[src/rtl/mstw_ram.sv]
// Generic single write port, single read port RAM with registered read.
// Used for the adjacency store and the best link store. No dependencies.
`default_nettype none

module mstw_ram #(
    parameter int WIDTH = 16,
    parameter int DEPTH = 32
) (
    input  wire logic                     i_clk,
    input  wire logic                     i_we,
    input  wire logic [$clog2(DEPTH)-1:0] i_waddr,
    input  wire logic [WIDTH-1:0]         i_wdata,
    input  wire logic [$clog2(DEPTH)-1:0] i_raddr,
    output logic      [WIDTH-1:0]         o_rdata
);

    logic [WIDTH-1:0] r_mem [DEPTH];

    always_ff @(posedge i_clk) begin
        if (i_we) begin
            r_mem[i_waddr] <= i_wdata;
        end
        o_rdata <= r_mem[i_raddr];
    end

endmodule

`default_nettype wire

[config.mk]
export PLATFORM = sky130hd
export DESIGN_NAME = mstw_ram
export DESIGN_NICKNAME = d
export VERILOG_FILES = /design/src/rtl/mstw_ram.sv
export SDC_FILE = /design/constraint.sdc
export NUM_CORES = 1
export LEC_CHECK = 0
export BUFFER_PORTS_ARGS = -buffer_cell sky130_fd_sc_hd__buf_2
export CAP_MARGIN = 20
export CORE_MARGIN = 1.5
export CORE_UTILIZATION = 56
export DETAILED_ROUTE_END_ITERATION = 12
export GPL_TIMING_DRIVEN = 0
export PLACE_DENSITY_LB_ADDON = 0.08
export SLEW_MARGIN = 40
export SYNTH_ARGS = -nofsm -noshare
export SYNTH_HDL_FRONTEND = slang
export SYNTH_SLANG_ARGS = --single-unit
[constraint.sdc]
create_clock -name i_clk -period 2.6 [get_ports i_clk]
set_input_delay 0.78 -clock i_clk [delete_from_list [all_inputs] [get_ports i_clk]]
set_output_delay 0.78 -clock i_clk [all_outputs]
set_load 0.02 [all_outputs]
# Word level (Yosys, flattened, before mapping)
# Memory sizes are Yosys's and may differ from the RTL's. A register that Yosys moved wholly into a read port is not among the register bits.
# Index checks and enable logic that the tools add are counted.
# word_totals
regBits	0
ramBits	512
output_inout_bits	16
word_cells	3
memories	1
# memory_table
name	depth	width	read_ports	rd_ports_with_merged_regs	wr	line_no	source
r_mem	32	16	1	1	1	17	logic [WIDTH-1:0] r_mem [DEPTH];
# classes
mux	2
# ops
operator	count
two-way mux 1 bit	2

# Logic depth before layout (Yosys ltp)
# logic_depth
depth_word	2
mapped_depth	8
ltp_nobuf	5

# Worst setup path after synthesis
# Ideal clock, no wire load.
# synth_timing
kind	input-to-reg
start	input port i_waddr[1]
end	memory r_mem[12][0], enable pin
arrival_ns	2.132
setup_slack_ns	0.080
stages	3
n_path_buf	1
cell_sequence	or3b_2 > clkbuf_1 > nor2_1
# synth_rtl
element	line_no	source
start, declared	11	input wire logic [$clog2(DEPTH)-1:0] i_waddr,
end, declared	17	
# No word-level cell before the write port.

==> results.yml <==
outcome:
  outcome: "complete, no violations"
detailed_routing:
  postRouteAntennaNets: 0
  first_pass_iters: 5
  vias: 10700
  routedWlPerCell_um: 28.0
  drt_wl_total_um: 48800
  drc: 0
  drt_iter0_markers: 902
  drt-vias-per-instance: 6.12
global_route:
  grt_pass1_vias: 10500
  grtUsageMet1_pct: 36.8
  antenna_found_initial: 1
  grt_start_max_net_pins: 33
  grt_pass1_wl_um: 70000
  grt_use_met2_pct: 42.0
  grt_busiest_layer: "met2"
  overflow: 0
  grt.total_usage_pct: 26.1
  use_met3_pct: 4.03
floorplan:
  rows: 69
  dieArea_mm2: 0.0378
  io_pins: 44
  start_util_pct: 57.3
  fp.dieW_um: 194
  core_area_mm2: 0.0358
  fp.dieH_um: 194
sta:
  slew_violations: 0
  worst_slew_pin_slew_ns: 0.826
  slew_headroom_pct: 44.9
  finalCritPeriodShare_pct: 85.1
  clock_skew_ns: 0.00859
  fmax_mhz: 452
  hold_violations: 0
  fin_crit_ns: 2.21
  rsz0062_at_grt: "no"
  fin_ws_ns: 0.388
  final-setup-viol-count: 0
clocking:
  cts_tree: "yes"
  hold_buffers: 0
  root_buffer: "clkbuf_16"
  cts_setup_buffers: 0
  numClockSinks: 528
  cts-buffers-inserted: 52
  post_cts_resize_count: 0
  clk_pin_slew_worst_paths_ns: 0.06
  clk_latency_ns: 0.58
  ctsLongestPathBuffers: 3
  cts_max_level: 2
power:
  ir_drop_mv: 0.562
  power_w: 0.0180
  p_leak_nw: 8.11
  p_per_area_mw_per_mm2: 774
placement:
  placedCellCount: 1646
  post-place-ws_ns: -0.348
  io_buffers: 40
  dp_hpwl_um: 30200
  placed_area_mm2: 0.0216
  place_congestion: 0.815
setup_path:
  worstPathRequired_ns: 3.03
  path_class: "in -> reg"
  start_kind: "input port"
  worst-path-max-fanout: 10
  crit_arrival_ns: 2.64
  endpoint_kind: "flip-flop"
finish:
  nets: 1267
  n_fill_cell: 2470
  regArea_mm2: 0.0157
  layout_commonest_cell: "edfxtp_1"
  design_area_mm2: 0.0233
  layout-drive-gt1-share_pct: 16.2
  fin_cells: 1742
  synthToLayoutAreaGrowth_pct: 13.2
  final_cell_mix: "edfxtp_1 (512), mux2i_1 (256), a22oi_1 (64)"
  multi_input_area_mm2: 0.00455
  final_util_pct: 64.9
  n_antenna_cell: 0
logic_synthesis:
  syn_area_mm2: 0.0205
  synth_seq_area_share_pct: 76.4
  synthCells: 1143
  synth-seq-cells: 528
  ys_warn_count: 0
  avgSynthCellArea_um2: 18.0
  yosysUniqueCellTypes: 26
  syn_nets: 1171
min_path:
  hp-class: "reg -> reg"
flow_run:
  max_cap_viol_count: 0
[routing by layer]
metal	share of wire, %	wire length, um
met5	0.014	7
met4	2.8	1350
met3	6.0	2930
met2	48	23400
met1	43	21100
[final cells by class]
type / instances / share of cell area (%)
clock buffer: 69 / 6.01
timing repair buffer: 42 / 0.942
tap: 461 / 2.48
buffer: 67 / 2.33
sequential: 528 / 67.5
clock inverter: 27 / 1.19
multi-input combinational: 548 / 19.6
[report_power, final]
group	switching (W)	total, W	internal [W]	leakage, nW
registers	0.0000287	0.00949	0.00946	4.75
logic	0.000738	0.00107	0.000333	2.54
clock network	0.00306	0.00742	0.00436	0.820
[sequential cells by signal, indices dropped and copies added, names as in the netlist]
| signal | count |
|---|---|
| o_rdata | 16 |
| r_mem | 512 |
[cells by family after synthesis]
| kind of cell | synth area share (%) |
|---|---|
| multiplexers | 12.5 |
| AO/OA/AOI/OAI | 4.97 |
| flip-flops | 76.4 |
| buffers and inverters | 2.63 |
| AND/OR/NAND/NOR | 3.49 |
[final timing paths]
check	from	endpoint	slack, ns	cells past startpoint
min	r_mem[10][5]	o_rdata[5]	0.62	4
max	i_raddr[4]	o_rdata[10]	0.39	7
min reg2reg	r_mem[10][5]	o_rdata[5]	0.62	4
max reg2reg	r_mem[3][10]	o_rdata[10]	0.95	5
[through the flow]
stage	hold slack (ns)	setup TNS (ns)
final	0.619	0
after global routing	0.657	0
after CTS	0.627	0
after detailed placement	0.614	-18.43
after global placement	0.621	-273.36
after floorplan	0.553	0
[cell usage after synthesis, drive strengths merged]
cell / number / area [um2]
edfxtp: 512 / 15400
mux2i: 256 / 2560
a22oi: 64 / 480
buf: 55 / 495
nand3: 34 / 170
nor2: 34 / 135
nand2: 33 / 124
a21oi: 32 / 160
a22o: 32 / 280
a31oi: 16 / 100
dfxtp: 16 / 320
nand4: 16 / 100
nor3: 16 / 80.1
clkbuf: 12 / 45.0
nand3b: 5 / 37.5
or3b: 3 / 26.3
nand2b: 2 / 12.5
nor2b: 2 / 12.5
and2: 1 / 6.26
or2: 1 / 6.26
or3: 1 / 6.26
[critical path, stage by stage]
cell      delay, ns
buf_4          0.19
or2_1          0.12
buf_2          0.21
clkbuf_1       0.48
nor3_1         0.21
a31oi_1        0.49
nand3_1        0.15
Power figures use the tool's default switching activity.
