<file path="src/rtl/mstw_pkg.sv">
// Package for the minimum spanning tree weight block.
// Fixed field widths, result limits and the pass unit control/status types.
// No dependencies.
`default_nettype none

package mstw_pkg;

    localparam int NODE_BITS      = 5;
    localparam int CFG_BITS       = 6;
    localparam int WEIGHT_IN_BITS = 16;
    localparam int TOTAL_BITS     = 21;

    localparam logic [TOTAL_BITS-1:0] TOTAL_MAX = '1;
    localparam logic [CFG_BITS-1:0]   CFG_RESET = 6'd32;

    typedef struct packed {
        logic init;    // clear tree and link valid bits, put node 0 in tree
        logic start;   // begin one scan over the active nodes
        logic commit;  // add the last pick to the tree
    } t_pass_ctl;

    typedef struct packed {
        logic done;    // last node of the scan is processed this cycle
        logic found;   // a reachable node outside the tree was seen
    } t_pass_sts;

endpackage

`default_nettype wire

</file>
<file path="src/rtl/mstw_ram.sv">
// Generic single write port, single read port RAM with registered read.
// Used for the adjacency store and the best link store. No dependencies.
`default_nettype none

module mstw_ram #(
    parameter int WIDTH = 16,
    parameter int DEPTH = 32
) (
    input  wire logic                     i_clk,
    input  wire logic                     i_we,
    input  wire logic [$clog2(DEPTH)-1:0] i_waddr,
    input  wire logic [WIDTH-1:0]         i_wdata,
    input  wire logic [$clog2(DEPTH)-1:0] i_raddr,
    output logic      [WIDTH-1:0]         o_rdata
);

    logic [WIDTH-1:0] r_mem [DEPTH];

    always_ff @(posedge i_clk) begin
        if (i_we) begin
            r_mem[i_waddr] <= i_wdata;
        end
        o_rdata <= r_mem[i_raddr];
    end

endmodule

`default_nettype wire

</file>
<file path="src/rtl/mstw_relax.sv">
// Shared relax-and-select unit: one scan over the active nodes per tree step,
// updating best links and tracking the cheapest candidate. Uses mstw_pkg, mstw_ram.
`default_nettype none

module mstw_relax
    import mstw_pkg::*;
#(
    parameter int MAX_NODES = 32,
    parameter int WEIGHT_W  = 16
) (
    input  wire logic                           i_clk,
    input  wire logic                           i_rst_n,
    input  wire t_pass_ctl                      i_ctl,
    input  wire logic [$clog2(MAX_NODES):0]     i_n,
    input  wire logic [WEIGHT_W:0]              i_adj_rdata,
    output logic      [$clog2(MAX_NODES)-1:0]   o_rd_node,
    output t_pass_sts                           o_sts,
    output logic      [$clog2(MAX_NODES)-1:0]   o_pick,
    output logic      [WEIGHT_W-1:0]            o_pw
);

    localparam int NB = $clog2(MAX_NODES);

    logic                 r_run, n_run;
    logic [NB:0]          r_cnt, n_cnt;
    logic [MAX_NODES-1:0] r_in_tree, n_in_tree;
    logic [MAX_NODES-1:0] r_bvalid, n_bvalid;
    logic                 r_found, n_found;
    logic [NB-1:0]        r_pick, n_pick;
    logic [WEIGHT_W-1:0]  r_pw, n_pw;

    logic [NB:0]          cnt_m1;
    logic [NB-1:0]        v;
    logic                 proc_vld;
    logic                 present;
    logic [WEIGHT_W-1:0]  w;
    logic [WEIGHT_W-1:0]  best_rdata;
    logic                 upd;
    logic                 cand_vld;
    logic [WEIGHT_W-1:0]  cand_w;
    logic                 take;
    logic                 done;

    mstw_ram #(
        .WIDTH (WEIGHT_W),
        .DEPTH (MAX_NODES)
    ) u_best_ram (
        .i_clk   (i_clk),
        .i_we    (upd),
        .i_waddr (v),
        .i_wdata (w),
        .i_raddr (r_cnt[NB-1:0]),
        .o_rdata (best_rdata)
    );

    assign o_rd_node = r_cnt[NB-1:0];
    assign cnt_m1    = r_cnt - 1'b1;
    assign v         = cnt_m1[NB-1:0];
    assign proc_vld  = r_run && (r_cnt != '0);
    assign present   = i_adj_rdata[WEIGHT_W];
    assign w         = i_adj_rdata[WEIGHT_W-1:0];
    assign upd       = proc_vld && !r_in_tree[v] && present && (!r_bvalid[v] || w < best_rdata);
    assign cand_vld  = proc_vld && !r_in_tree[v] && (upd || r_bvalid[v]);
    assign cand_w    = upd ? w : best_rdata;
    assign take      = cand_vld && (!r_found || cand_w < r_pw);
    assign done      = r_run && (r_cnt == i_n);

    assign o_sts.done  = done;
    assign o_sts.found = r_found;
    assign o_pick      = r_pick;
    assign o_pw        = r_pw;

    always_comb begin
        n_run     = r_run;
        n_cnt     = r_cnt;
        n_in_tree = r_in_tree;
        n_bvalid  = r_bvalid;
        n_found   = r_found;
        n_pick    = r_pick;
        n_pw      = r_pw;

        if (upd) begin
            n_bvalid[v] = 1'b1;
        end
        if (take) begin
            n_found = 1'b1;
            n_pick  = v;
            n_pw    = cand_w;
        end
        if (r_run) begin
            if (done) begin
                n_run = 1'b0;
            end else begin
                n_cnt = r_cnt + 1'b1;
            end
        end
        if (i_ctl.commit) begin
            n_in_tree[r_pick] = 1'b1;
        end
        if (i_ctl.init) begin
            n_in_tree    = '0;
            n_in_tree[0] = 1'b1;
            n_bvalid     = '0;
        end
        if (i_ctl.start) begin
            n_run   = 1'b1;
            n_cnt   = '0;
            n_found = 1'b0;
        end
    end

    always_ff @(posedge i_clk) begin
        if (!i_rst_n) begin
            r_run     <= 1'b0;
            r_cnt     <= '0;
            r_in_tree <= '0;
            r_bvalid  <= '0;
            r_found   <= 1'b0;
        end else begin
            r_run     <= n_run;
            r_cnt     <= n_cnt;
            r_in_tree <= n_in_tree;
            r_bvalid  <= n_bvalid;
            r_found   <= n_found;
        end
        r_pick <= n_pick;
        r_pw   <= n_pw;
    end

endmodule

`default_nettype wire

</file>
<file path="config.mk">
export PLATFORM = sky130hd
export DESIGN_NAME = mstw_relax
export DESIGN_NICKNAME = d
export VERILOG_FILES = /design/src/rtl/mstw_pkg.sv /design/src/rtl/mstw_ram.sv /design/src/rtl/mstw_relax.sv
export SDC_FILE = /design/constraint.sdc
export NUM_CORES = 1
export LEC_CHECK = 0
export BUFFER_PORTS_ARGS = -buffer_cell sky130_fd_sc_hd__buf_2
export CELL_PAD_IN_SITES_DETAIL_PLACEMENT = 0
export CELL_PAD_IN_SITES_GLOBAL_PLACEMENT = 1
export CORE_UTILIZATION = 59
export CTS_CLUSTER_SIZE = 25
export DETAILED_ROUTE_END_ITERATION = 10
export PLACE_DENSITY_LB_ADDON = 0.1
export SYNTH_ARGS = -nofsm -noshare
export SYNTH_HDL_FRONTEND = slang
export SYNTH_SLANG_ARGS = --single-unit
export TNS_END_PERCENT = 1
</file>
<file path="constraint.sdc">
create_clock -name i_clk -period 9.1 [get_ports i_clk]
set_input_delay 1.365 -clock i_clk [delete_from_list [all_inputs] [get_ports i_clk]]
set_output_delay 1.365 -clock i_clk [all_outputs]
set_load 0.02 [all_outputs]
</file>
======== Yosys cells after proc, flatten, opt, wreduce, memory -nomap -nowiden ========
Memories as Yosys holds them, arrays and structs flattened. A register that Yosys moved wholly into a read port is not among the register bits.
Cells that the tools add are included.
word-level totals
  register bits ........................... 93
  bits in writable memories ............... 512
  input port bits ......................... 28
  memories ................................ 1
memories
  name              depth  width  read ports  clocked after Yosys merged registers in  write ports  line            text
  u_best_ram.r_mem  32     16     1           1                                        1            mstw_ram.sv:17  logic [WIDTH-1:0] r_mem [DEPTH];
operators by class
  $add $sub $neg .......................... 2
  order comparisons ....................... 6
  eq/ne operators ......................... 1
  multiplexer cells ....................... 16
  bitwise gates (word level) .............. 4
  reduce and logical (&&, ||, !) cells .... 20
operators by type and width
  cell                                                                          count
  32-bit OR                                                                     2
  16-bit less-than comparator                                                   2
  16-bit two-way mux                                                            1
  5-bit by 6-bit less-than comparator with 1-bit output, second input constant  2
  1-bit two-way mux                                                             11
  1-bit binary-select mux with 5-bit select                                     2
  1-bit demux with 5-bit select                                                 2
  5-bit by 1-bit >= comparator with 1-bit output, second input constant         2
  1-bit logical AND                                                             9
  6-bit by 1-bit adder with 6-bit output, second input constant                 1
  6-bit == test                                                                 1
  6-bit nonzero test                                                            1
  5-bit by 1-bit subtractor with 5-bit output, second input constant            1
  2-bit OR reduction                                                            2
  1-bit logical NOT                                                             3
  1-bit logical OR                                                              3
  1-bit inverter                                                                2
  2-bit AND reduction                                                           1
  2-bit nonzero test                                                            1

======== Depth between registers and ports, before layout ========
Gate-level depths: netlist of run 1.
  depth in word-level cells ............... 11
  depth in mapped cells ................... 28
  depth with buffers taken out ............ 20

======== Modules after synthesis ========
From an unflattened synthesis of run 1, not the netlist that was laid out.
second synthesis, totals
  cell total of the unflattened synthesis .. 1,693
  area total of the unflattened synthesis .. 25,817.3 µm²
by module, submodules not included
  module      times used  cells each  area each (µm²)  seq. area each (µm²)
  mstw_ram    1           1,143       20,535.9         15,695.1
  mstw_relax  1           550         5,281.3          2,072.0

======== Least setup slack after synthesis of run 1 ========
Ideal clock, no wire load.
  kind .................................... flip-flop to flip-flop
  from .................................... register r_cnt[1]
  to ...................................... register r_pick[0] (netlist: o_pick[0]) (enable)
  setup time .............................. 381 ps
  arrival time ............................ 5,497 ps
  required time ........................... 8,719 ps
  slack ................................... 3,222 ps
  stages on the path, launching flop included .. 25
  clock period less this slack ............ 5,878 ps
  cell sequence ........................... dfxtp_1 clkbuf_1 clkbuf_1 clkbuf_1 inv_1 ha_1 buf_2 mux4_2 mux2_2 a221oi_2 and4_1 nand2_1 a21oi_4 buf_6 buf_6 nand2_1 o21ai_1 ha_1 a21o_1 a21o_1 a21oi_1 a2111oi_0 a22oi_1 o211a_1 o31a_1
between the ends
  cells in the longest elaborated chain, start to end .. 11
  elaborated cells between the ends (all ways) .. 19
ends and longest elaborated chain
  item                                         line               text
  start: declaration                           mstw_relax.sv:25   logic [NB:0] r_cnt, n_cnt;
  start signal: assignment                     mstw_relax.sv:121  r_cnt <= n_cnt;
  5-bit by 1-bit subtractor with 5-bit output  mstw_relax.sv:57   assign cnt_m1 = r_cnt - 1'b1;
  1-bit binary-select mux with 5-bit select    mstw_relax.sv:62   assign upd = proc_vld && !r_in_tree[v] && present && (!r_bvalid[v] || w < best_rdata);
  1-bit two-way mux (not written as such)      mstw_relax.sv:62
  1-bit logical NOT                            mstw_relax.sv:62
  1-bit logical AND (2 in series)              mstw_relax.sv:62
  1-bit logical AND (*)                        mstw_relax.sv:62
  16-bit two-way mux (*)                       mstw_relax.sv:64   assign cand_w = upd ? w : best_rdata;
  net cand_w[5]                                mstw_relax.sv:40   logic [WEIGHT_W-1:0] cand_w;
  16-bit less-than comparator (*)              mstw_relax.sv:65   assign take = cand_vld && (!r_found || cand_w < r_pw);
  1-bit logical OR (*)                         mstw_relax.sv:65
  1-bit logical AND (*)                        mstw_relax.sv:65
  net take                                     mstw_relax.sv:41   logic take;
  end signal: assignment                       mstw_relax.sv:126  r_pick <= n_pick;
  end: declaration                             mstw_relax.sv:29   logic [NB-1:0] r_pick, n_pick;
The timed path passes the listed nets; every way through them passes the cells marked *. The select of a mux whose other input is x is not followed.
A chain may end at the register's enable or synchronous reset.

======== Worst setup path in the final report of run 1 ========
  from .................................... register r_cnt[0]
  to ...................................... register r_pick[1] (netlist: o_pick[1]) (enable)
between the ends
  cells in the longest elaborated chain, start to end .. 11
  elaborated cells between the ends (all ways) .. 19
ends and longest elaborated chain
  item                                             line              text
  5-bit by 1-bit subtractor with 5-bit output (*)  mstw_relax.sv:57
  net cnt_m1[0]                                    mstw_relax.sv:32  logic [NB:0] cnt_m1;
  1-bit binary-select mux with 5-bit select        mstw_relax.sv:62
  1-bit two-way mux (not written as such)          mstw_relax.sv:62
  1-bit logical NOT                                mstw_relax.sv:62
  1-bit logical AND (2 in series)                  mstw_relax.sv:62
  1-bit logical AND (*)                            mstw_relax.sv:62
  16-bit two-way mux (*)                           mstw_relax.sv:64
  net cand_w[9]                                    mstw_relax.sv:40
  16-bit less-than comparator (*)                  mstw_relax.sv:65
  1-bit logical OR (*)                             mstw_relax.sv:65
  1-bit logical AND (*)                            mstw_relax.sv:65
  net take                                         mstw_relax.sv:41
Marks and branches as above.

==> run_summary.xml, run 1 <==
<?xml version="1.0" encoding="UTF-8"?>
<metrics>
  <group name="status">
    <metric name="outcome" unit="">complete, no violations</metric>
  </group>
  <group name="finish">
    <metric name="finalInstanceArea" unit="mm2">0.0280</metric>
    <metric name="syn_to_final_growth" unit="%">12.5</metric>
    <metric name="fillers" unit="">2661</metric>
    <metric name="most-common-layout-cells" unit="">533 x sky130_fd_sc_hd__edfxtp_1, 176 x sky130_fd_sc_hd__mux4_2, 97 x sky130_fd_sc_hd__nor2_1, 84 x sky130_fd_sc_hd__dfxtp_1, 62 x sky130_fd_sc_hd__clkbuf_16</metric>
    <metric name="layout.cells.most_common" unit="">sky130_fd_sc_hd__edfxtp_1</metric>
    <metric name="final-seq-area" unit="mm2">0.0178</metric>
    <metric name="drive_above_1_share" unit="">0.308</metric>
    <metric name="multi_input_area" unit="mm2">0.00668</metric>
    <metric name="postLayoutCoreUtil" unit="">0.680</metric>
    <metric name="n_antenna_cell" unit="">0</metric>
    <metric name="finalNetCount" unit="">1450</metric>
    <metric name="layout.cells.non_filler" unit="">1971</metric>
  </group>
  <group name="sta">
    <metric name="min_period_over_period" unit="">0.795</metric>
    <metric name="setup_total_negative_slack" unit="ns">0</metric>
    <metric name="hold_viol" unit="">0</metric>
    <metric name="slew_headroom" unit="">0.178</metric>
    <metric name="worstMarginPinSlew" unit="ns">1.23</metric>
    <metric name="timing.final.ws_setup" unit="ns">1.86</metric>
    <metric name="setup_repair_after_global_routing_missed_its_margin" unit="">no</metric>
    <metric name="worst_hold_slack" unit="ns">0.465</metric>
    <metric name="setup_viol_count_final" unit="">0</metric>
    <metric name="fmax" unit="MHz">138</metric>
    <metric name="period_needed" unit="ns">7.24</metric>
    <metric name="clock_skew" unit="ns">0.0359</metric>
    <metric name="maxSlewViolCount" unit="">0</metric>
  </group>
  <group name="clocking">
    <metric name="tritoncts" unit="">yes</metric>
    <metric name="clock_transition_at_the_registers_of_the_reported_paths" unit="ns">0.06</metric>
    <metric name="tritoncts.num_buffers" unit="">60</metric>
    <metric name="skew_pair_late_insertion_delay" unit="ns">0.64</metric>
    <metric name="cts_max_path_buffers" unit="">3</metric>
    <metric name="tritoncts_num_sinks" unit="">621</metric>
    <metric name="cts_resized" unit="">0</metric>
    <metric name="holdBufCountCts" unit="">0</metric>
    <metric name="post_cts.repair.setup_buffers" unit="">0</metric>
    <metric name="cts-root-buf" unit="">sky130_fd_sc_hd__clkbuf_16</metric>
    <metric name="cts.htree.levels" unit="">2</metric>
  </group>
  <group name="global_routing">
    <metric name="grtUsageTotal" unit="">0.256</metric>
    <metric name="antenna_violations_before_repair" unit="">2</metric>
    <metric name="grt.overflow.total" unit="">0</metric>
    <metric name="grt_pass1_vias" unit="">12500</metric>
    <metric name="grt_first_pass_wirelength" unit="um">80300</metric>
    <metric name="grt_start_max_net_pins" unit="">112</metric>
  </group>
  <group name="drt">
    <metric name="detailedRoute.firstPassIterationCount" unit="">7</metric>
    <metric name="drc" unit="">0</metric>
    <metric name="ant_nets" unit="">0</metric>
    <metric name="routedWlPerCell" unit="um">27.2</metric>
    <metric name="detail_route.vias_per_cell" unit="">6.33</metric>
    <metric name="total_number_of_vias" unit="">12500</metric>
    <metric name="detail_route.iter0.violations" unit="">1138</metric>
    <metric name="routed_wl" unit="um">53700</metric>
  </group>
  <group name="placed_design">
    <metric name="dpl-instance-area" unit="mm2">0.0258</metric>
    <metric name="gpl.final_weighted_congestion" unit="">0.800</metric>
    <metric name="dpl.hpwl" unit="um">30300</metric>
    <metric name="place.port_buffers" unit="">55</metric>
    <metric name="pre_cts_ws" unit="ns">1.72</metric>
    <metric name="dp.cells" unit="">1857</metric>
  </group>
  <group name="job">
    <metric name="maxCapViolations" unit="">0</metric>
  </group>
  <group name="pwr">
    <metric name="cellLeakagePower" unit="nW">9.00</metric>
    <metric name="total_power" unit="mW">5.95</metric>
    <metric name="power.density" unit="mW/mm2">212</metric>
    <metric name="vdd_drop_max" unit="V">0.000186</metric>
  </group>
  <group name="synth">
    <metric name="synth_enable_flop_cells" unit="">533</metric>
    <metric name="post_synth_num_cell_types" unit="">55</metric>
    <metric name="syn_avg_cell_area" unit="um2">19.0</metric>
    <metric name="number_of_synthesis_warnings" unit="">0</metric>
    <metric name="synth_fp_nets" unit="">1376</metric>
    <metric name="synth_cells" unit="">1313</metric>
    <metric name="ffs_latches_synth" unit="">621</metric>
    <metric name="ys.flop_type" unit="">sky130_fd_sc_hd__edfxtp_1</metric>
    <metric name="post_synth_design_cell_area" unit="mm2">0.0249</metric>
    <metric name="synth.yosys.seq_area_share" unit="">0.714</metric>
    <metric name="ys_async_sr_fraction" unit="">0</metric>
  </group>
  <group name="floorplan">
    <metric name="die_height" unit="um">207</metric>
    <metric name="core-area" unit="mm2">0.0412</metric>
    <metric name="design.portCount" unit="">56</metric>
    <metric name="num_rows" unit="">74</metric>
    <metric name="die-area" unit="mm2">0.0430</metric>
    <metric name="initial_util" unit="">0.604</metric>
    <metric name="horizontal_die_dimension" unit="um">207</metric>
  </group>
  <group name="setup_path">
    <metric name="timing.critical_path.from_type" unit="">flip-flop</metric>
    <metric name="critPathCaptureType" unit="">flip-flop</metric>
    <metric name="timing.setup.critical_path_class" unit="">flip-flop to flip-flop</metric>
    <metric name="crit_path_max_fanout" unit="">48</metric>
    <metric name="cp.arrival" unit="ns">7.47</metric>
    <metric name="critical_path.cell_chain" unit="">inv_1 &gt; ha_1 &gt; mux4_2 &gt; mux2_2 &gt; a221oi_2 &gt; and4_1 &gt; nand2_1 &gt; a21oi_4 &gt; buf_4 &gt; nand2_1 &gt; o21ai_1 &gt; ha_1 &gt; a21o_1 &gt; a21oi_1 &gt; nor2b_1 &gt; o21ai_0 &gt; nand2b_1 &gt; a21oi_1 &gt; o211a_1 &gt; o31a_1</metric>
    <metric name="critPathSlowestCell" unit="">sky130_fd_sc_hd__dfxtp_4</metric>
    <metric name="cp_slowest_stage_delay" unit="ns">0.97</metric>
    <metric name="crit_required" unit="ns">9.33</metric>
  </group>
  <group name="min_path">
    <metric name="hold_path.class" unit="">flip-flop to flip-flop</metric>
  </group>
</metrics>
## sequential cells by signal, summed over array words and instances, names as in the netlist
register	flops
o_pick	5
o_pw	16
r_bvalid	32
r_cnt	6
r_found	1
r_in_tree	32
r_run	1
u_best_ram.o_rdata	16
u_best_ram.r_mem	512
## cell families after synthesis
family,Yosys count,synth area share
xor+xnor,15,0.00528
mux,197,0.169
simple gates,206,0.0422
fa+ha+maj,35,0.0176
flops,621,0.714
buf+inv,116,0.0219
compound gates,123,0.0307
## metal layers
layer  up-vias  part of all wire  track usage
li1       5433                 -            -
met2       464              0.49        0.414
met4         2             0.019       0.0685
met3        80             0.067       0.0387
met5         -           0.00015            0
met1      6501              0.43        0.370
## worst max-delay path, delay by kind of cell, from the launching register on
kind                     cells  cell delay, ns
flip-flops                   1            0.97
AND/OR/NAND/NOR              5            0.57
buffers and inverters        2            0.81
adder cells (fa/ha/maj)      2            1.19
multiplexers                 2            0.88
AO/OA/AOI/OAI                9            2.41
## final cells by class
type,instances,area share
clock inverter,41,0.0183
clock buffer,73,0.0594
tap,532,0.0238
sequential,621,0.635
timing repair buffer,92,0.0202
multi-input combinational,576,0.239
inverter,36,0.00483
## synthesized netlist by cell type (all sizes together), types with 22 or more instances
library cell	n	share of area
nand2	36	0.0066
nor2	109	0.016
inv	36	0.0054
ha	35	0.018
dfxtp	88	0.071
nor3	22	0.0084
edfxtp	533	0.64
buf	39	0.010
mux4	176	0.16
a21oi	40	0.0085
a31oi	34	0.0085
clkbuf	41	0.0062
## final timing paths
check / startpoint / end / slack, ns / depth (start not counted)
worst max register to register: r_cnt[0] / o_pick[1] / 1.86 / 20
worst min-delay path: r_in_tree[16] / r_in_tree[16] / 0.47 / 2
worst max-delay path: r_cnt[0] / o_pick[1] / 1.86 / 20
worst min register to register: r_in_tree[16] / r_in_tree[16] / 0.47 / 2
## power breakdown
part / internal (mW) / leakage (nW) / switching [mW]
clock network: 1.57 / 1.06 / 1.09
logic: 0.0711 / 2.43 / 0.119
registers: 3.09 / 5.50 / 0.00876
Note: power is estimated with default switching activity, not from simulation.
==> run 2: changes to the inputs <==
--- a/config.mk
+++ b/config.mk
@@ -5,10 +5,11 @@
 export SDC_FILE = /design/constraint.sdc
 export NUM_CORES = 1
 export LEC_CHECK = 0
+export ABC_AREA = 1
 export BUFFER_PORTS_ARGS = -buffer_cell sky130_fd_sc_hd__buf_2
 export CELL_PAD_IN_SITES_DETAIL_PLACEMENT = 0
 export CELL_PAD_IN_SITES_GLOBAL_PLACEMENT = 1
-export CORE_UTILIZATION = 59
+export CORE_UTILIZATION = 46
 export CTS_CLUSTER_SIZE = 25
 export DETAILED_ROUTE_END_ITERATION = 10
 export PLACE_DENSITY_LB_ADDON = 0.1
==> constraint.sdc (replaced) <==
create_clock -name i_clk -period 6.3 [get_ports i_clk]
set_input_delay 0.945 -clock i_clk [delete_from_list [all_inputs] [get_ports i_clk]]
set_output_delay 0.945 -clock i_clk [all_outputs]
set_load 0.02 [all_outputs]
==> run 2 against run 1 <==
Net effect: total power up 50%; first-iteration DRC count up 38%; non-clock buffer count up 30; via count up 36%; combinational power up 120%; register-to-register slack worse by 0.73 ns; maximum frequency up 40%; die area up 29%; setup slack worse by 0.73 ns.
==> run_summary.xml, run 2 <==
<?xml version="1.0" encoding="UTF-8"?>
<metrics>
  <group name="pwr">
    <metric name="vdd_drop_max" unit="V">0.000299</metric>
    <metric name="pwr-share-comb" unit="">0.047</metric>
    <metric name="cellLeakagePower" unit="nW">9.80</metric>
    <metric name="switching_power" unit="mW">1.98</metric>
    <metric name="seq_power_share" unit="">0.501</metric>
    <metric name="p_int" unit="mW">6.96</metric>
    <metric name="power.density" unit="mW/mm2">313</metric>
    <metric name="share_clk_of_total_power" unit="">0.451</metric>
    <metric name="sw_frac" unit="">0.221</metric>
  </group>
  <group name="clocking">
    <metric name="tritoncts" unit="">yes</metric>
    <metric name="skew_pair_late_insertion_delay" unit="ns">0.62</metric>
    <metric name="post_cts.repair.setup_buffers" unit="">0</metric>
    <metric name="cts_resized" unit="">0</metric>
    <metric name="tritoncts_num_sinks" unit="">621</metric>
    <metric name="holdBufCountCts" unit="">0</metric>
    <metric name="cts_max_path_buffers" unit="">3</metric>
    <metric name="cts-root-buf" unit="">sky130_fd_sc_hd__clkbuf_16</metric>
    <metric name="tritoncts.num_buffers" unit="">68</metric>
    <metric name="clock_transition_at_the_registers_of_the_reported_paths" unit="ns">0.06</metric>
    <metric name="cts.htree.levels" unit="">3</metric>
  </group>
  <group name="placed_design">
    <metric name="dpl.hpwl" unit="um">44400</metric>
    <metric name="place.port_buffers" unit="">55</metric>
    <metric name="dpl-instance-area" unit="mm2">0.0263</metric>
    <metric name="pre_cts_ws" unit="ns">1.18</metric>
    <metric name="gpl.final_weighted_congestion" unit="">0.805</metric>
  </group>
  <group name="synth">
    <metric name="post-synth-top-area-fraction" unit="">0.637</metric>
    <metric name="ys_async_sr_fraction" unit="">0</metric>
    <metric name="number_of_synthesis_warnings" unit="">0</metric>
    <metric name="post_synth_design_cell_area" unit="mm2">0.0251</metric>
    <metric name="synthTopCellsByCount" unit="">533 x sky130_fd_sc_hd__edfxtp_1, 355 x sky130_fd_sc_hd__nor2_1, 290 x sky130_fd_sc_hd__o21ai_0</metric>
    <metric name="synth_largest_area_cell" unit="">sky130_fd_sc_hd__edfxtp_1</metric>
    <metric name="synth.yosys.seq_area_share" unit="">0.707</metric>
    <metric name="ys.flop_type" unit="">sky130_fd_sc_hd__edfxtp_1</metric>
    <metric name="syn_avg_cell_area" unit="um2">12.0</metric>
    <metric name="synth_cells" unit="">2096</metric>
    <metric name="netlist_top_cells_area" unit="">sky130_fd_sc_hd__edfxtp_1 64%, sky130_fd_sc_hd__dfxtp_1 7.0%, sky130_fd_sc_hd__o21ai_0 5.8%</metric>
    <metric name="synth_enable_flop_cells" unit="">533</metric>
    <metric name="synth.most_common_cell" unit="">sky130_fd_sc_hd__edfxtp_1</metric>
    <metric name="post_synth_num_cell_types" unit="">42</metric>
    <metric name="ffs_latches_synth" unit="">621</metric>
    <metric name="synth_fp_nets" unit="">2159</metric>
  </group>
  <group name="setup_path">
    <metric name="cp_slowest_stage_delay" unit="ns">0.76</metric>
    <metric name="crit_required" unit="ns">6.60</metric>
    <metric name="worst_path_most_repeated_cell" unit="">sky130_fd_sc_hd__nand3_1</metric>
    <metric name="critical_path_buf_inv_count" unit="">5</metric>
    <metric name="crit_path_max_fanout" unit="">34</metric>
    <metric name="critical_path.top_delay_family" unit="">buffers and inverters</metric>
    <metric name="critPathSlowestCell" unit="">sky130_fd_sc_hd__ha_1</metric>
    <metric name="cp.arrival" unit="ns">5.46</metric>
    <metric name="critPathCaptureType" unit="">flip-flop</metric>
    <metric name="critical_path.cell_chain" unit="">inv_4 &gt; ha_1 &gt; buf_4 &gt; a21oi_1 &gt; o21ai_0 &gt; nand3_1 &gt; nand3_1 &gt; nand3_1 &gt; nand3_1 &gt; nand2_2 &gt; inv_2 &gt; o21ai_0 &gt; ha_1 &gt; nand2_1 &gt; inv_1 &gt; nand3_1 &gt; a31oi_1 &gt; a2111oi_0 &gt; nand2_1 &gt; a21oi_2 &gt; buf_4</metric>
    <metric name="timing.setup.critical_path_class" unit="">flip-flop to flip-flop</metric>
    <metric name="timing.critical_path.from_type" unit="">flip-flop</metric>
  </group>
  <group name="sta">
    <metric name="timing.final.ws_setup" unit="ns">1.13</metric>
    <metric name="setup_repair_after_global_routing_missed_its_margin" unit="">no</metric>
    <metric name="hold_viol" unit="">0</metric>
    <metric name="clock_skew" unit="ns">0.0230</metric>
    <metric name="period_needed" unit="ns">5.17</metric>
    <metric name="slew_headroom" unit="">0.182</metric>
    <metric name="maxSlewViolCount" unit="">0</metric>
    <metric name="setup_viol_count_final" unit="">0</metric>
    <metric name="min_period_over_period" unit="">0.820</metric>
    <metric name="setup_total_negative_slack" unit="ns">0</metric>
    <metric name="worstMarginPinSlew" unit="ns">1.23</metric>
    <metric name="fmax" unit="MHz">193</metric>
  </group>
  <group name="floorplan">
    <metric name="die-area" unit="mm2">0.0556</metric>
    <metric name="design.portCount" unit="">56</metric>
    <metric name="num_rows" unit="">85</metric>
    <metric name="initial_util" unit="">0.466</metric>
    <metric name="die_height" unit="um">236</metric>
    <metric name="core-area" unit="mm2">0.0539</metric>
    <metric name="horizontal_die_dimension" unit="um">236</metric>
  </group>
  <group name="drt">
    <metric name="detail_route.iter0.violations" unit="">1572</metric>
    <metric name="detailedRoute.firstPassIterationCount" unit="">6</metric>
    <metric name="ant_nets" unit="">0</metric>
    <metric name="detail_route.vias_per_cell" unit="">5.83</metric>
    <metric name="total_number_of_vias" unit="">16900</metric>
    <metric name="routedWlPerCell" unit="um">26.2</metric>
    <metric name="routed_wl" unit="um">76000</metric>
    <metric name="drc" unit="">0</metric>
  </group>
  <group name="global_routing">
    <metric name="grt_pass1_vias" unit="">16100</metric>
    <metric name="grt_first_pass_wirelength" unit="um">110000</metric>
    <metric name="grtUsageTotal" unit="">0.273</metric>
    <metric name="grt_start_max_net_pins" unit="">126</metric>
    <metric name="antenna_violations_before_repair" unit="">3</metric>
    <metric name="grt.overflow.total" unit="">0</metric>
  </group>
  <group name="finish">
    <metric name="largest_registers" unit="">u_best_ram.r_mem x512, r_bvalid x32, r_in_tree x32</metric>
    <metric name="flip_flop_count_of_the_largest_register_all_copies_and_words_added" unit="">512</metric>
    <metric name="n_antenna_cell" unit="">0</metric>
    <metric name="finalInstanceArea" unit="mm2">0.0286</metric>
    <metric name="finalNetCount" unit="">2218</metric>
    <metric name="syn_to_final_growth" unit="%">13.7</metric>
    <metric name="drive_above_1_share" unit="">0.133</metric>
    <metric name="register_with_the_most_flip_flops" unit="">u_best_ram.r_mem</metric>
    <metric name="layout.cells.most_common" unit="">sky130_fd_sc_hd__edfxtp_1</metric>
    <metric name="most-common-layout-cells" unit="">533 x sky130_fd_sc_hd__edfxtp_1, 322 x sky130_fd_sc_hd__nor2_1, 290 x sky130_fd_sc_hd__o21ai_0, 138 x sky130_fd_sc_hd__nand2_1, 119 x sky130_fd_sc_hd__inv_1</metric>
  </group>
  <group name="job">
    <metric name="maxCapViolations" unit="">0</metric>
  </group>
  <group name="min_path">
    <metric name="hold_path.class" unit="">flip-flop to flip-flop</metric>
  </group>
  <group name="status">
    <metric name="outcome" unit="">complete, no violations</metric>
  </group>
</metrics>
run 2: changes by cell type after synthesis, sizes merged, moves of 77 or more:
cell / before / now
nor2: 109 / 358
inv: 36 / 125
mux4: 176 / 0
nand2: 36 / 148
o22ai: 1 / 78
o21ai: 21 / 295
run 2: cell type report:
cell class,count,area [um2]
fill,4641,25300
tap,696,871
multi-input combinational,1215,6390
clock inverter,38,362
timing repair buffer,122,791
clock buffer,87,1900
inverter,127,487
sequential,621,17800
run 2: final timing paths:
check,start,end,slack (ns),depth (start not counted)
setup / recovery,r_cnt[1],o_pw[1],1.13,21
hold / removal,r_bvalid[1],r_bvalid[1],0.45,2
setup reg to reg,r_cnt[1],o_pw[1],1.13,21
hold reg to reg,r_bvalid[1],r_bvalid[1],0.45,2
run 2: logic make-up (layout without fill, tap and decap cells):
kind of cell    after synthesis  after routing  synth area share
compound gates              575            575             0.134
fa+ha+maj                    35             35            0.0174
xor+xnor                      8              8           0.00339
flops                       621            621             0.707
buf+inv                     260            374            0.0419
simple gates                596            596            0.0955
mux                           1              1          0.000398
run 2: worst reg2reg max path, cell delays in order (launching register included):
cell and delay (ns):
sky130_fd_sc_hd__dfxtp_4 0.63, sky130_fd_sc_hd__inv_4 0.09, sky130_fd_sc_hd__ha_1 0.76, sky130_fd_sc_hd__buf_4 0.30
sky130_fd_sc_hd__a21oi_1 0.05, sky130_fd_sc_hd__o21ai_0 0.11, sky130_fd_sc_hd__nand3_1 0.10, sky130_fd_sc_hd__nand3_1 0.13
sky130_fd_sc_hd__nand3_1 0.09, sky130_fd_sc_hd__nand3_1 0.11, sky130_fd_sc_hd__nand2_2 0.08, sky130_fd_sc_hd__inv_2 0.41
sky130_fd_sc_hd__o21ai_0 0.22, sky130_fd_sc_hd__ha_1 0.33, sky130_fd_sc_hd__nand2_1 0.07, sky130_fd_sc_hd__inv_1 0.05
sky130_fd_sc_hd__nand3_1 0.06, sky130_fd_sc_hd__a31oi_1 0.09, sky130_fd_sc_hd__a2111oi_0 0.29, sky130_fd_sc_hd__nand2_1 0.13
sky130_fd_sc_hd__a21oi_2 0.42, sky130_fd_sc_hd__buf_4 0.34
run 2: through the flow:
stage / hold WS (ns) / total power [mW] / util / instances
6_report: 0.452 / 8.94 / 0.530 / 2906
5_1_grt: 0.480 / 9.17 / 0.530 / 2906
4_1_cts: 0.455 / 8.98 / 0.530 / 2906
3_5_place_dp: 0.447 / 4.99 / 0.488 / 2781
3_3_place_gp: 0.441 / 4.99 / 0.488 / 2781
2_1_floorplan: 0.431 / 4.79 / - / 2096
run 2: power groups by stage:
stage	Combinational [mW]	Clock [mW]	Sequential [mW]
floorplan	0.227	0	4.57
global route	0.463	4.23	4.48
finish	0.423	4.03	4.48
global placement	0.418	0	4.57
detailed placement	0.423	0	4.57
CTS	0.425	4.08	4.48
run 2: metal layers:
metal / vias to the layer above / wire length (um) / track usage
li1: 7728 / - / -
met1: 8498 / 33100 / 0.380
met2: 603 / 36300 / 0.445
met3: 104 / 4630 / 0.0412
met4: 0 / 1950 / 0.0806
met5: - / 0 / 0
==> run 3: changes to the inputs <==
==> constraint.sdc (replaced) <==
create_clock -name i_clk -period 4.25 [get_ports i_clk]
set_input_delay 0.6375 -clock i_clk [delete_from_list [all_inputs] [get_ports i_clk]]
set_output_delay 0.6375 -clock i_clk [all_outputs]
set_load 0.02 [all_outputs]
==> run 3 against run 2 <==
Net effect: final area increased by 1.3%; non-clock buffer count increased by 23; critical path depth grew 2; global-route usage shrank 1.3 points; hold slack got worse by 0.15 ns.
==> run_summary.xml, run 3 (synthesis gave the netlist of run 2 again) <==
<?xml version="1.0" encoding="UTF-8"?>
<metrics>
  <group name="setup_path">
    <metric name="critical_path_buf_inv_count" unit="">5</metric>
    <metric name="ff2ff_path_depth" unit="">23</metric>
    <metric name="worst_r2r_startpoint" unit="">r_cnt[0]</metric>
    <metric name="crit_path_max_fanout" unit="">31</metric>
    <metric name="cp.arrival" unit="ns">4.24</metric>
    <metric name="critical_path.top_delay_family" unit="">simple AND/OR/NAND/NOR gates</metric>
    <metric name="worst_path_most_repeated_cell" unit="">sky130_fd_sc_hd__nand2_1</metric>
    <metric name="critical_path.cell_chain" unit="">inv_8 &gt; ha_1 &gt; buf_12 &gt; a21oi_1 &gt; o21ai_0 &gt; nand3_1 &gt; nand3_1 &gt; nand3_1 &gt; nand3_2 &gt; nand2_4 &gt; clkinv_8 &gt; o21ai_0 &gt; ha_1 &gt; nand2_1 &gt; inv_1 &gt; nand2_1 &gt; nand2_1 &gt; nand2_1 &gt; nand2_1 &gt; nand2_1 &gt; nand2_1 &gt; a21oi_4 &gt; buf_12</metric>
    <metric name="crit_required" unit="ns">4.54</metric>
    <metric name="critPathCaptureType" unit="">flip-flop</metric>
    <metric name="rr_endpoint" unit="">o_pw[5]</metric>
    <metric name="cp_slowest_stage_delay" unit="ns">0.45</metric>
    <metric name="timing.setup.critical_path_class" unit="">flip-flop to flip-flop</metric>
    <metric name="critPathSlowestCell" unit="">sky130_fd_sc_hd__o21ai_0</metric>
    <metric name="regToRegSetupSlack" unit="ns">0.30</metric>
    <metric name="timing.critical_path.from_type" unit="">flip-flop</metric>
  </group>
  <group name="clocking">
    <metric name="cts-root-buf" unit="">sky130_fd_sc_hd__clkbuf_16</metric>
    <metric name="skew_pair_late_insertion_delay" unit="ns">0.61</metric>
    <metric name="cts_max_path_buffers" unit="">3</metric>
    <metric name="tritoncts" unit="">yes</metric>
    <metric name="tritoncts_num_sinks" unit="">621</metric>
    <metric name="post_cts.repair.setup_buffers" unit="">0</metric>
    <metric name="tritoncts.num_buffers" unit="">67</metric>
    <metric name="cts.htree.levels" unit="">3</metric>
    <metric name="clock_transition_at_the_registers_of_the_reported_paths" unit="ns">0.06</metric>
  </group>
  <group name="floorplan">
    <metric name="die-area" unit="mm2">0.0556</metric>
    <metric name="design.portCount" unit="">56</metric>
    <metric name="core-area" unit="mm2">0.0539</metric>
    <metric name="num_rows" unit="">85</metric>
    <metric name="die_height" unit="um">236</metric>
    <metric name="horizontal_die_dimension" unit="um">236</metric>
    <metric name="initial_util" unit="">0.466</metric>
  </group>
  <group name="placed_design">
    <metric name="pre_cts_ws" unit="ns">-0.0991</metric>
    <metric name="dpl.hpwl" unit="um">42100</metric>
    <metric name="dpl-instance-area" unit="mm2">0.0267</metric>
    <metric name="place.port_buffers" unit="">55</metric>
    <metric name="gpl.final_weighted_congestion" unit="">0.809</metric>
  </group>
  <group name="finish">
    <metric name="fillers" unit="">4642</metric>
    <metric name="layout.cells.most_common" unit="">sky130_fd_sc_hd__edfxtp_1</metric>
    <metric name="n_antenna_cell" unit="">0</metric>
    <metric name="drive_above_1_share" unit="">0.140</metric>
    <metric name="flip_flop_count_of_the_largest_register_all_copies_and_words_added" unit="">512</metric>
    <metric name="largest_registers" unit="">u_best_ram.r_mem x512, r_bvalid x32, r_in_tree x32</metric>
    <metric name="syn_to_final_growth" unit="%">15.2</metric>
    <metric name="finalInstanceArea" unit="mm2">0.0289</metric>
    <metric name="register_with_the_most_flip_flops" unit="">u_best_ram.r_mem</metric>
    <metric name="most-common-layout-cells" unit="">533 x sky130_fd_sc_hd__edfxtp_1, 322 x sky130_fd_sc_hd__nor2_1, 281 x sky130_fd_sc_hd__o21ai_0, 138 x sky130_fd_sc_hd__nand2_1, 120 x sky130_fd_sc_hd__inv_1</metric>
    <metric name="finalNetCount" unit="">2240</metric>
  </group>
  <group name="sta">
    <metric name="fmax" unit="MHz">253</metric>
    <metric name="period_needed" unit="ns">3.95</metric>
    <metric name="setup_repair_after_global_routing_missed_its_margin" unit="">no</metric>
    <metric name="hold_viol" unit="">0</metric>
    <metric name="min_period_over_period" unit="">0.929</metric>
    <metric name="worst_hold_slack" unit="ns">0.304</metric>
    <metric name="maxSlewViolCount" unit="">0</metric>
    <metric name="timing.final.ws_setup" unit="ns">0.301</metric>
    <metric name="setup_total_negative_slack" unit="ns">0</metric>
    <metric name="clock_skew" unit="ns">0.0323</metric>
    <metric name="slew_headroom" unit="">0.192</metric>
    <metric name="setup_viol_count_final" unit="">0</metric>
    <metric name="worstMarginPinSlew" unit="ns">1.21</metric>
  </group>
  <group name="drt">
    <metric name="detail_route.iter0.violations" unit="">1533</metric>
    <metric name="detail_route.vias_per_cell" unit="">5.80</metric>
    <metric name="routedWlPerCell" unit="um">24.6</metric>
    <metric name="total_number_of_vias" unit="">17000</metric>
    <metric name="routed_wl" unit="um">71900</metric>
    <metric name="drc" unit="">0</metric>
    <metric name="detailedRoute.firstPassIterationCount" unit="">7</metric>
    <metric name="ant_nets" unit="">0</metric>
  </group>
  <group name="min_path">
    <metric name="hold_path.class" unit="">input port to flip-flop</metric>
    <metric name="holdPathEnd" unit="">r_run</metric>
    <metric name="holdCritStartpoint" unit="">i_ctl[1]</metric>
    <metric name="worst_hold_path.num_cells" unit="">3</metric>
  </group>
  <group name="global_routing">
    <metric name="grt_pass1_vias" unit="">16200</metric>
    <metric name="antenna_violations_before_repair" unit="">0</metric>
    <metric name="grtUsageTotal" unit="">0.260</metric>
    <metric name="grt_start_max_net_pins" unit="">212</metric>
    <metric name="grt.overflow.total" unit="">0</metric>
    <metric name="grt_first_pass_wirelength" unit="um">107000</metric>
  </group>
  <group name="pwr">
    <metric name="cellLeakagePower" unit="nW">9.94</metric>
    <metric name="vdd_drop_max" unit="V">0.000246</metric>
    <metric name="total_power" unit="mW">13.0</metric>
    <metric name="power.density" unit="mW/mm2">450</metric>
  </group>
  <group name="job">
    <metric name="maxCapViolations" unit="">0</metric>
  </group>
  <group name="status">
    <metric name="outcome" unit="">complete, no violations</metric>
  </group>
</metrics>
-- run 3: layout make-up --
| cell class | count | area (um2) | area share |
|---|---|---|---|
| sequential | 621 | 17800 | 0.614 |
| tap | 696 | 871 | 0.0301 |
| clock buffer | 85 | 1830 | 0.0632 |
| inverter | 127 | 499 | 0.0173 |
| clock inverter | 37 | 335 | 0.0116 |
| multi-input combinational | 1215 | 6440 | 0.222 |
| timing repair buffer | 145 | 1190 | 0.0411 |
-- run 3: worst reg2reg max path: stages (launching register included) --
cell and delay (ns):
sky130_fd_sc_hd__dfxtp_4 0.43, sky130_fd_sc_hd__inv_8 0.08, sky130_fd_sc_hd__ha_1 0.37, sky130_fd_sc_hd__buf_12 0.18, sky130_fd_sc_hd__a21oi_1 0.11, sky130_fd_sc_hd__o21ai_0 0.09, sky130_fd_sc_hd__nand3_1 0.08, sky130_fd_sc_hd__nand3_1 0.08
sky130_fd_sc_hd__nand3_1 0.16, sky130_fd_sc_hd__nand3_2 0.12, sky130_fd_sc_hd__nand2_4 0.14, sky130_fd_sc_hd__clkinv_8 0.15, sky130_fd_sc_hd__o21ai_0 0.45, sky130_fd_sc_hd__ha_1 0.33, sky130_fd_sc_hd__nand2_1 0.06, sky130_fd_sc_hd__inv_1 0.03
sky130_fd_sc_hd__nand2_1 0.05, sky130_fd_sc_hd__nand2_1 0.05, sky130_fd_sc_hd__nand2_1 0.05, sky130_fd_sc_hd__nand2_1 0.07, sky130_fd_sc_hd__nand2_1 0.07, sky130_fd_sc_hd__nand2_1 0.09, sky130_fd_sc_hd__a21oi_4 0.22, sky130_fd_sc_hd__buf_12 0.19
-- run 3: timing repair --
item	4_1_cts	5_1_grt
resized for setup	0	16
hold buffers	0	0
endpoints found under the setup margin	0	21
-- run 3: routing by layer --
metal | wire (um) | share of wire | track usage
met2 | 33400 | 0.46 | 0.406
met5 | 0 | 0 | 0
met1 | 32400 | 0.45 | 0.382
met4 | 1120 | 0.016 | 0.0642
met3 | 4960 | 0.069 | 0.0380
-- run 3: per-stage QoR --
| step | std cells | utilization |
|---|---|---|
| global placement | 2803 | 0.495 |
| floorplan | 2096 | - |
| finish | 2926 | 0.537 |
| global route | 2926 | 0.537 |
| detailed placement | 2803 | 0.495 |
| CTS | 2925 | 0.535 |
-- run 3: worst max path at each step --
stage	startpoint	to	slack, ns	cells after the start
finish	r_cnt[0]	o_pw[5]	0.30	23
global route	r_cnt[0]	o_pw[8]	0.02	21
global placement	i_adj_rdata[11]	o_pw[5]	-0.09	20
floorplan	r_cnt[0]	o_pick[0]	0.01	28
CTS	r_cnt[0]	o_pw[7]	0.04	22
detailed placement	i_adj_rdata[7]	o_pw[4]	-0.1	21
-- run 3: where the power goes --
part / internal (mW) / switching (mW) / leakage (nW)
clock: 3.36 / 2.40 / 1.06
sequential: 6.63 / 0.0101 / 5.50
combinational: 0.177 / 0.453 / 3.37
